`src/design/rrva_pkg.sv`:
```
// Shared types, op codes and width helpers for the round-robin voice allocator.
package rrva_pkg;

   localparam int VOICES_DEF = 8;
   localparam int NOTES_DEF  = 128;

   localparam int OP_W       = 3;
   localparam int NOTE_W     = 7;
   localparam int VEL_W      = 7;
   localparam int VSEL_W     = 3;
   localparam int VIDX_OUT_W = 3;
   localparam int CNT_OUT_W  = 4;

   localparam logic [OP_W-1:0] OP_NOTE_ON    = 3'd0;
   localparam logic [OP_W-1:0] OP_NOTE_OFF   = 3'd1;
   localparam logic [OP_W-1:0] OP_STOP_ALL   = 3'd2;
   localparam logic [OP_W-1:0] OP_VOICE_DONE = 3'd3;
   localparam logic [OP_W-1:0] OP_LOAD       = 3'd4;

   typedef struct packed {
      logic [OP_W-1:0]   op;
      logic [NOTE_W-1:0] note;
      logic [VEL_W-1:0]  velocity;
      logic [VSEL_W-1:0] voice;
   } req_type;

   typedef struct packed {
      logic                  granted;
      logic [VIDX_OUT_W-1:0] voice_index;
      logic                  stolen;
      logic [CNT_OUT_W-1:0]  active_count;
   } rsp_type;

   // item as handed to the sequencer, with the loaded-map lookup already done
   typedef struct packed {
      req_type item;
      logic    on_ok;
   } cmd_type;

   typedef struct packed {
      logic busy;
      logic done;
   } seq_stat_type;

   function automatic int idx_w(input int n);
      return (n > 1) ? $clog2(n) : 1;
   endfunction

endpackage

```
`src/design/rrva_voice_ram.sv`:
```
// Per-voice note and velocity storage, one write and one registered read port.
module rrva_voice_ram
   import rrva_pkg::*;
#(
   parameter int DEPTH = VOICES_DEF,
   parameter int AW    = idx_w(VOICES_DEF)
) (
   input  logic              clock,
   input  logic              wr_en,
   input  logic [AW-1:0]     wr_addr,
   input  logic [NOTE_W-1:0] wr_note,
   input  logic [VEL_W-1:0]  wr_vel,
   input  logic [AW-1:0]     rd_addr,
   output logic [NOTE_W-1:0] rd_note
);

   logic [NOTE_W-1:0] note_mem [DEPTH];
   logic [VEL_W-1:0]  vel_mem  [DEPTH];
   logic [NOTE_W-1:0] rd_note_ff;

   always_ff @(posedge clock) begin
      if (wr_en) begin
         note_mem[wr_addr] <= wr_note;
         vel_mem[wr_addr]  <= wr_vel;
      end
      rd_note_ff <= note_mem[rd_addr];
   end

   assign rd_note = rd_note_ff;

endmodule

```
`src/design/rrva_alloc_seq.sv`:
```
// Voice scan sequencer: one voice per cycle through the shared compare/count unit.
module rrva_alloc_seq
   import rrva_pkg::*;
#(
   parameter int VOICES = VOICES_DEF
) (
   input  logic         clock,
   input  logic         reset,
   input  logic         start,
   input  cmd_type      cmd,
   input  logic         hold,
   output seq_stat_type stat,
   output rsp_type      result
);

   localparam int VIDX_W = idx_w(VOICES);
   localparam int CNT_W  = $clog2(VOICES + 1);
   localparam int SEL_W  = (VIDX_W > VSEL_W) ? VIDX_W : VSEL_W;

   localparam logic [CNT_W-1:0]  LAST_STEP = CNT_W'(VOICES);
   localparam logic [VIDX_W-1:0] LAST_IDX  = VIDX_W'(VOICES - 1);

   localparam logic [1:0] ST_IDLE = 2'd0;
   localparam logic [1:0] ST_SCAN = 2'd1;
   localparam logic [1:0] ST_DONE = 2'd2;

   logic [1:0]        state_ff, state_in;
   logic [VOICES-1:0] active_ff, active_in;
   logic [VIDX_W-1:0] steal_ff, steal_in;
   logic [CNT_W-1:0]  step_ff, step_in;
   logic              pend_ff, pend_in;
   cmd_type           cmd_ff, cmd_in;
   logic [VIDX_W-1:0] pidx_ff, pidx_in;
   logic              found_ff, found_in;
   logic [VIDX_W-1:0] pick_ff, pick_in;
   logic [CNT_W-1:0]  count_ff, count_in;

   logic [VIDX_W-1:0] rd_addr;
   logic [NOTE_W-1:0] rd_note;
   logic              cur_act;
   logic              keep;
   logic              grant;
   logic              steal;
   logic [VIDX_W-1:0] pick;
   logic [CNT_W-1:0]  count_out;
   logic              wr_en;

   rrva_voice_ram #(
      .DEPTH (VOICES),
      .AW    (VIDX_W)
   ) u_ram (
      .clock   (clock),
      .wr_en   (wr_en),
      .wr_addr (pick),
      .wr_note (cmd_ff.item.note),
      .wr_vel  (cmd_ff.item.velocity),
      .rd_addr (rd_addr),
      .rd_note (rd_note)
   );

   assign rd_addr = step_ff[VIDX_W-1:0];
   assign cur_act = active_ff[pidx_ff];

   // a voice survives unless this item clears it
   assign keep = cur_act
               && !(cmd_ff.item.op == OP_NOTE_OFF && rd_note == cmd_ff.item.note)
               && !(cmd_ff.item.op == OP_STOP_ALL)
               && !(cmd_ff.item.op == OP_VOICE_DONE
                    && SEL_W'(cmd_ff.item.voice) == SEL_W'(pidx_ff));

   assign grant     = cmd_ff.on_ok;
   assign steal     = grant && !found_ff;
   assign pick      = found_ff ? pick_ff : steal_ff;
   assign count_out = count_ff + CNT_W'(grant && found_ff);
   assign wr_en     = (state_ff == ST_DONE) && !hold && grant;

   always_comb begin
      state_in  = state_ff;
      active_in = active_ff;
      steal_in  = steal_ff;
      step_in   = step_ff;
      pend_in   = pend_ff;
      cmd_in    = cmd_ff;
      pidx_in   = pidx_ff;
      found_in  = found_ff;
      pick_in   = pick_ff;
      count_in  = count_ff;
      unique case (state_ff)
         ST_IDLE: begin
            if (start) begin
               cmd_in   = cmd;
               step_in  = '0;
               pend_in  = 1'b0;
               found_in = 1'b0;
               count_in = '0;
               state_in = ST_SCAN;
            end
         end
         ST_SCAN: begin
            // read of voice step_ff issued now, processed next cycle
            pend_in = (step_ff != LAST_STEP);
            pidx_in = rd_addr;
            if (step_ff != LAST_STEP) begin
               step_in = step_ff + 1'b1;
            end
            if (pend_ff) begin
               active_in[pidx_ff] = keep;
               count_in           = count_ff + CNT_W'(keep);
               if (!found_ff && !cur_act) begin
                  found_in = 1'b1;
                  pick_in  = pidx_ff;
               end
               if (step_ff == LAST_STEP) begin
                  state_in = ST_DONE;
               end
            end
         end
         ST_DONE: begin
            if (!hold) begin
               if (grant) begin
                  active_in[pick] = 1'b1;
               end
               if (steal) begin
                  steal_in = (steal_ff == LAST_IDX) ? '0 : steal_ff + 1'b1;
               end
               state_in = ST_IDLE;
            end
         end
         default: begin
            state_in = ST_IDLE;
         end
      endcase
   end

   always_ff @(posedge clock) begin
      if (reset) begin
         state_ff  <= ST_IDLE;
         active_ff <= '0;
         steal_ff  <= '0;
         pend_ff   <= 1'b0;
      end else begin
         state_ff  <= state_in;
         active_ff <= active_in;
         steal_ff  <= steal_in;
         pend_ff   <= pend_in;
      end
   end

   always_ff @(posedge clock) begin
      cmd_ff   <= cmd_in;
      step_ff  <= step_in;
      pidx_ff  <= pidx_in;
      found_ff <= found_in;
      pick_ff  <= pick_in;
      count_ff <= count_in;
   end

   assign stat.busy = (state_ff != ST_IDLE);
   assign stat.done = (state_ff == ST_DONE) && !hold;

   assign result.granted      = grant;
   assign result.voice_index  = grant ? VIDX_OUT_W'(pick) : '0;
   assign result.stolen       = steal;
   assign result.active_count = CNT_OUT_W'(count_out);

endmodule

```
`src/design/round_robin_voice_allocator.sv`:
```
// Round-robin voice allocator: loaded-note map, item intake and result register.
// Flow: the first RAM read is issued, then one compare/count step per voice runs
// through one shared unit, then the commit step loads the result register.
// req_stall is high while an item is in the scan sequencer, so a new item is taken only
// after the last one has committed. A finished result waits in the output register.
// Reset (synchronous, active high) clears all active marks, the steal pointer
// and the loaded-note map at once; no clearing pass.
module round_robin_voice_allocator
   import rrva_pkg::*;
#(
   parameter int VOICES = VOICES_DEF,
   parameter int NOTES  = NOTES_DEF
) (
   input  logic    clock,
   input  logic    reset,
   input  logic    req_valid,
   output logic    req_stall,
   input  req_type req_data,
   output logic    rsp_valid,
   input  logic    rsp_stall,
   output rsp_type rsp_data
);

   localparam int NIDX_W = idx_w(NOTES);

   // one flop per note; reset clears the whole map
   logic [NOTES-1:0] loaded_ff, loaded_in;
   logic             rsp_valid_ff, rsp_valid_in;
   rsp_type          rsp_data_ff, rsp_data_in;

   logic              accept;
   logic              note_ok;
   logic [NIDX_W-1:0] note_idx;
   logic              hold;
   cmd_type           cmd;
   seq_stat_type      stat;
   rsp_type           result;

   assign req_stall = stat.busy;
   assign accept    = req_valid && !stat.busy;

   // notes at or above NOTES are never loaded
   assign note_ok  = (NOTE_W + 1)'(req_data.note) < (NOTE_W + 1)'(NOTES);
   assign note_idx = req_data.note[NIDX_W-1:0];

   assign cmd.item  = req_data;
   assign cmd.on_ok = (req_data.op == OP_NOTE_ON) && note_ok && loaded_ff[note_idx];

   // sequencer waits in its commit step while the previous result is unread
   assign hold = rsp_valid_ff && rsp_stall;

   rrva_alloc_seq #(
      .VOICES (VOICES)
   ) u_seq (
      .clock  (clock),
      .reset  (reset),
      .start  (accept),
      .cmd    (cmd),
      .hold   (hold),
      .stat   (stat),
      .result (result)
   );

   always_comb begin
      loaded_in = loaded_ff;
      if (accept && req_data.op == OP_LOAD && note_ok) begin
         loaded_in[note_idx] = 1'b1;
      end
   end

   always_comb begin
      rsp_valid_in = rsp_valid_ff && rsp_stall;
      rsp_data_in  = rsp_data_ff;
      if (stat.done) begin
         rsp_valid_in = 1'b1;
         rsp_data_in  = result;
      end
   end

   always_ff @(posedge clock) begin
      if (reset) begin
         loaded_ff    <= '0;
         rsp_valid_ff <= 1'b0;
      end else begin
         loaded_ff    <= loaded_in;
         rsp_valid_ff <= rsp_valid_in;
      end
   end

   always_ff @(posedge clock) begin
      rsp_data_ff <= rsp_data_in;
   end

   assign rsp_valid = rsp_valid_ff;
   assign rsp_data  = rsp_data_ff;

endmodule

```
`config.mk`:
```
export PLATFORM = sky130hd
export DESIGN_NAME = round_robin_voice_allocator
export DESIGN_NICKNAME = d
export VERILOG_FILES = /design/src/design/rrva_pkg.sv /design/src/design/rrva_voice_ram.sv /design/src/design/rrva_alloc_seq.sv /design/src/design/round_robin_voice_allocator.sv
export SDC_FILE = /design/constraint.sdc
export NUM_CORES = 1
export LEC_CHECK = 0
export ABC_AREA = 1
export BUFFER_PORTS_ARGS = -buffer_cell sky130_fd_sc_hd__buf_4
export CORE_UTILIZATION = 35
export CTS_CLUSTER_SIZE = 40
export DETAILED_ROUTE_END_ITERATION = 8
export PLACE_DENSITY = 0.51
export SYNTH_ARGS = -nofsm -noshare
export SYNTH_HDL_FRONTEND = slang
export SYNTH_SLANG_ARGS = --single-unit
```
`constraint.sdc`:
```
create_clock -name clock -period 2 [get_ports clock]
set_input_delay 0.4 -clock clock [delete_from_list [all_inputs] [get_ports clock]]
set_output_delay 0.4 -clock clock [all_outputs]
set_load 0.01 [all_outputs]
```
==> impl_results.md, run 1 <==
- Max FO, Critical Path: 4
- Post-synth top cells: nand2_1 (236), nand3_1 (201), inv_1 (178)
- Critical path class: flop to flop
- HP Class: input port to flop
- Crit start category: flop
- Max-slew headroom: 0.643
- CTS tree: done
- PortBufs: 27
- Routability cong.: 0.819
- Fin Hold WS: ~0.04 ns
- Worst skew pair latency: about 0.53 ns
- Die Area: 31900 µm²
- Pin count of the biggest net entering global routing: between 100 and 150
- Dominant cell type by area after synthesis: dfxtp_1
- Synth top area cells: dfxtp_1 (28%), edfxtp_1 (26%), nand3_1 (9.2%)
- Placed Cells: 1813
- NetSw: roughly 2700 µW
- Share of layout cells above drive strength 1: 0.141
- CP arrival: 2.32 ns
- Crit end category: flop
- # setup viols final: 2
- Status: complete, but fails checks
- Total GRT Usage: 0.182
- DR vias/cell: 4.82
- DR pass1 iterations: 5
- Least-Margin Pin Slew: 0.535 ns
- Post-Synthesis Cell Area: between 10000 and 15000 µm²
- Worst R2R Path Depth: 10
- Max Slew Vio Count: 0
- Yosys top cell area share: 0.275
- I/O pin cnt: 35
- Violated checks: setup timing
- Pwr Density: 844 nW/µm²
- Flops & latches, synth: 244
- Die width: between 150 and 200 µm
- Placement Cell Area: ~12000 µm²
- Clk_skew: 0.00769 ns
- RSZ-0062 raised after global routing: true
- Sequential fraction of the synthesis area: 0.534
- Sequential share of power: 0.484
- First-pass GRT wire length: 45.5 mm
- Max VDD drop: 0.578 mV
- Synth cell types: 38
- Clock Sinks: 244
- DR vias: between 8000 and 9000
- Synthesized Nets: 1389
- Routed Antenna Nets: 0
- Filler-free cell count of the finished design: between 1500 and 2000
- Initial antenna violation count: 0
- Die height: 179 µm
- Clock share of power: 0.415
- WL final: between 20 and 30 mm
- Lkg Pwr: around 0.0052 µW
- Syn Area/Cell: 8.04 µm²
- Setup slack after layout: -0.0368 ns
- R2r setup slk: -0.04 ns
- Synthesized instance count: 1357
- Switching Fraction: 0.247
- Post-DP HPWL: 17.8 mm
- Total power: 11000 µW
- Core region area: around 31000 µm²
- Asr flop ratio synth: 0
- Worst hold path stage count: 1
- Achievable Freq: 0.491 GHz
- Ys Warns: 0
- # rows: 64
- Fin. Hold Viols: 0
- Period minus WS final: 2.04 ns
- DRC viols: 0
- Final net count: 1480
- # diodes: 0
- Fin area: 13000 µm²
- Period utilization: 1.02
- Vias in the first global route: 8398
- Total CTS buffers: 27
- H-tree Lvls: 1
- Part of the power in combinational logic: 0.101
- Clock root buffer: clkbuf_16
- Routed length per instance: 15.2 µm
- WP data required: 2.28 ns
- Max-cap check violation count: 0
- Cell with the most instances after synthesis: nand2_1
- Layout Area Growth over Synthesis: 19.5%
- Total internal power: 8300 µW
- Cts hold-fix bufs: 0
- Clk buf depth: 3
- Drt first-iter violations: 615
- Post-synth EDFFs: 94
- Ys flop type: dfxtp_1
- Remaining Overflow, GRT: 0
- Clock transition at path regs: ~0.06 ns
- Initial Utilization: 0.356
[state kept, by name (all words and copies together) (netlist names)]
signal and count:
rsp_valid 1, u_seq.grant 1, loaded_ff 128, u_seq.pidx_ff 3
u_seq.step_ff 4, u_seq.active_ff 8, u_seq.found_ff 1, u_seq.state_ff 2
u_seq.pend_ff 1, u_seq.count_ff 4, u_seq.pick_ff 3, u_seq.u_ram.note_mem 56
u_seq.u_ram.rd_note 7, rsp_data 9, u_seq.cmd_ff 13, u_seq.steal_ff 3
[final timing paths]
| check | startpoint | end |
|---|---|---|
| hold reg to reg | loaded_ff[51] | loaded_ff[51] |
| setup / recovery | u_seq.cmd_ff[16] | u_seq.count_ff[3] |
| setup reg to reg | u_seq.cmd_ff[16] | u_seq.count_ff[3] |
| hold / removal | req_data[0] | u_seq.cmd_ff[1] |
[cell type report]
class,count,area (µm²)
flip-flops and latches,244,5830
repair buffers,127,1080
multi-input cells,860,4130
inverters,188,708
well taps,396,495
clock inverters,6,36.3
fillers,3126,17600
clock buffers,41,769
[placed cells by master (no fill, tap or decap), types with 2 or more instances in the layout]
cell       count
buf_12        10
or2_2          5
clkbuf_1      11
dfxtp_1      150
xnor2_1        6
ha_1           6
inv_1        176
clkinv_2       3
o22ai_1        7
buf_4        116
edfxtp_1      94
a31oi_1        7
ha_4           2
nor2_1       156
nand2_1      236
clkbuf_16     28
nor2_4         8
clkinv_1       3
clkbuf_8       2
nand4_1        2
a21oi_1      148
inv_2          9
o21ai_0       40
xor2_1         3
o21a_1         2
nor3_1         5
nor3_2         3
nand3_1      200
nor2_2         5
nor2_8         2
o21ai_1        4
[through the flow]
stage	worst slack (ns)	utilization	setup TNS (ns)
global route	-0.131	0.425	-0.330
floorplan	0.0125	-	0
global placement	-0.149	0.396	-0.452
CTS	-0.171	0.424	-0.279
detailed placement	-0.222	0.396	-0.609
finish	-0.0368	0.425	-0.0711
[power groups by stage]
stage | Combinational, µW | Clock (µW) | Sequential [µW]
final | 1110 | 4570 | 5330
after CTS | 1110 | 4730 | 5330
after global routing | 1230 | 4890 | 5340
after global placement | 1100 | 0 | 5430
after floorplan | 657 | 0 | 5430
after detailed placement | 1100 | 0 | 5430
[critical path: stages, from the launching register on]
cell and delay [ns]:
edfxtp_1 0.43, or2_2 0.31, nand3_1 0.10, nor3_2 0.05, buf_4 0.13, nor2_2 0.13, and2_4 0.17, ha_4 0.14
nand3_1 0.12, o21ai_2 0.14, a21oi_1 0.05
[routing by layer]
metal  routed length, µm  global-route usage  vias up
met5                   0                   0        -
met4                 592              0.0445        0
met3                1140              0.0224       39
met2               13300               0.312      176
met1               13400               0.242     4181
li1                    -                   -     4587
[kinds of logic after synthesis]
kind of cell / after synthesis / synth area share
adders and majority gates: 8 / 0.00917
AOI/OAI and AO/OA: 213 / 0.100
and+or+nand+nor: 629 / 0.253
xor gates and xnor gates: 10 / 0.00802
buffers and inverters: 253 / 0.0956
DFF: 244 / 0.534
[what timing repair did]
action / in CTS / in global routing
setup endpoints to repair: 4 / 6
gates resized for setup: 9 / 11
setup buffers: 0 / 2
gates cloned: 0 / 0
pin swaps: 5 / 7
No activity file was read; power rests on OpenSTA's default activity.
==> run 2: changes to the inputs <==
Settings changed: PLACE_DENSITY 0.51 to 0.49, SLEW_MARGIN set to 20.
Clock period 2 ns to 2.6 ns, I/O delays scaled along.
==> run 2 against run 1 <==
  * The flow now finishes without violations
  * Non-clock buffer count fell by 58
  * Wire length fell by 1.7%
  * Combinational power fell by 30%
  * Flip-flop and latch count did not move
  * Utilization fell by 1.2 points
  * Sequential power fell by 23%
  * Count of clock-buffer cells in the layout fell by 4
  * Via count fell by 2.4%
  * Clock skew rose by 0.0072 ns
==> impl_results.md, run 2 (synthesis gave the netlist of run 1 again) <==
- Post-DP HPWL: 16.7 mm
- Drt first-iter violations: 691
- Initial antenna violation count: 0
- I/O pin cnt: 35
- Routability cong.: 0.854
- Initial Utilization: 0.356
- RSZ-0062 raised after global routing: false
- NetSw: ~2100 µW
- Die width: between 150 and 200 µm
- Worst R2R Path Depth: 9
- Setup bufs post-CTS: 0
- Critical path cell sequence: nor3b_1, nand4_1, nor3_1, nor2_1, and2_1, ha_1, ha_1, xnor2_1, nor2_1
- Total internal power: approximately 6900 µW
- Clk buf depth: 3
- Sequential share of power: 0.453
- Least-Margin Pin Slew: 0.726 ns
- Clock transition at path regs: approximately 0.06 ns
- Pin count of the biggest net entering global routing: 133
- # rows: 64
- R2r setup slk: 0.35 ns
- DR vias: around 9000
- Crit end category: flop
- Period utilization: 0.867
- Total power: roughly 9000 µW
- Clk_skew: 0.0148 ns
- Clock share of power: 0.461
- Max FO, Critical Path: 2
- Post-place setup slack: 0.292 ns
- DRC viols: 0
- H-tree Lvls: 1
- Part of the power in combinational logic: 0.086
- Vias in the first global route: ~8300
- # diodes: 0
- Share of layout cells above drive strength 1: 0.0999
- # setup viols final: 0
- Cts hold-fix bufs: 0
- Setup slack after layout: 0.345 ns
- R2r startpoint: u_seq.cmd_ff[20]
- Routed Antenna Nets: 0
- Crit start category: flop
- Die Area: 31900 µm²
- Slowest-stage cell, CP: edfxtp_1
- Critical R2R Capture: u_seq.count_ff[2]
- Remaining Overflow, GRT: 0
- Achievable Freq: 0.444 GHz
- CP arrival: approximately 2.5 ns
- HP Class: input port to flop
- DR vias/cell: 4.85
- Hold_sp: req_data[2]
- Core Util, Final: 0.414
- Leading registers by flop count: loaded_ff: 128 flops, u_seq.u_ram.note_mem: 56 flops, u_seq.cmd_ff: 13 flops
- Pwr Density: 713 nW/µm²
- Max-slew headroom: 0.516
- Total CTS buffers: 28
- Fin. Hold Viols: 0
- Critical path class: flop to flop
- Total GRT Usage: 0.178
- Most frequent cells in the layout: nand2_1 (236), nand3_1 (201), inv_1 (178)
- First-pass GRT wire length: 44.6 mm
- CTS tree: done
- Period minus WS final: 2.25 ns
- DR pass1 iterations: 5
- Max-cap check violation count: 0
- Layout Area Growth over Synthesis: 16.3%
- Worst hold path stage count: 1
- CP top delay family: simple AND/OR/NAND/NOR gates
- WL final: 27.9 mm
- Core region area: 30700 µm²
- Worst skew pair latency: 0.54 ns
- Routed length per instance: 15.4 µm
- WP data required: 2.87 ns
- Max reg flops: 128
- Max Slew Vio Count: 0
- Clock Sinks: 244
- Max VDD drop: ~0.42 mV
- Clock root buffer: clkbuf_16
- Final net count: between 1000 and 1500
- Fin Hold WS: 0.168 ns
- PortBufs: 27
- Commonest non-fill, non-tap cell in the layout: nand2_1
- Slowest stage delay, CP: roughly 0.38 ns
- Post-Route Setup TNS: 0 ns
- Status: completed
- Lkg Pwr: 0.00500 µW
- Top reg by flops: loaded_ff
- Hold EP: u_seq.cmd_ff[3]
- Die height: 179 µm
- Switching Fraction: 0.232
- Buffers and inverters on the worst path: 0
- Post_cts resized: 0
## run 2: how the worst max path moves through the flow
| stage | start | endpoint | slack (ns) | depth (start not counted) |
|---|---|---|---|---|
| after global routing | u_seq.pidx_ff[0] | u_seq.count_ff[2] | 0.19 | 12 |
| after CTS | u_seq.cmd_ff[20] | u_seq.count_ff[2] | 0.31 | 9 |
| after floorplan | u_seq.cmd_ff[16] | u_seq.count_ff[2] | 0.51 | 9 |
| final | u_seq.cmd_ff[20] | u_seq.count_ff[2] | 0.35 | 9 |
| after global placement | req_data[10] | u_seq.grant | 0.29 | 13 |
| after detailed placement | req_data[10] | u_seq.grant | 0.29 | 13 |
## run 2: layer usage
metal	track usage	share of wire	vias up
met5	0	0	-
met4	0.0463	0.020	0
met3	0.0228	0.036	43
met2	0.304	0.48	142
met1	0.236	0.47	4104
li1	-	-	4477
## run 2: power by group through the flow
stage / registers, µW / logic [µW] / clock network [µW]
floorplan: 4170 / 505 / 0
global placement: 4180 / 785 / 0
detailed placement: 4180 / 784 / 0
CTS: 4100 / 786 / 4280
global route: 4110 / 872 / 4430
finish: 4100 / 774 / 4180
## run 2: through the flow
step           instances  cell area (µm²)
3_5_place_dp        1757            11700
4_1_cts             1807            12700
3_3_place_gp        1757            11700
5_1_grt             1807            12700
6_report            1807            12700
2_1_floorplan       1357            10900
## run 2: layout make-up
cell class | count | area [µm²]
Multi-Input combinational cell | 860 | 4050
Tap cell | 396 | 495
Timing Repair Buffer | 69 | 618
Clock buffer | 37 | 806
Inverter | 188 | 708
Clock inverter | 13 | 190
Fill cell | 3190 | 18000
Sequential cell | 244 | 5830
## run 2: worst reg2reg max path, stage by stage (launching register included)
cell and delay [ns]:
edfxtp_1 0.38, nor3b_1 0.34, nand4_1 0.13, nor3_1 0.24, nor2_1 0.13, and2_1 0.18
ha_1 0.21, ha_1 0.20, xnor2_1 0.14, nor2_1 0.06
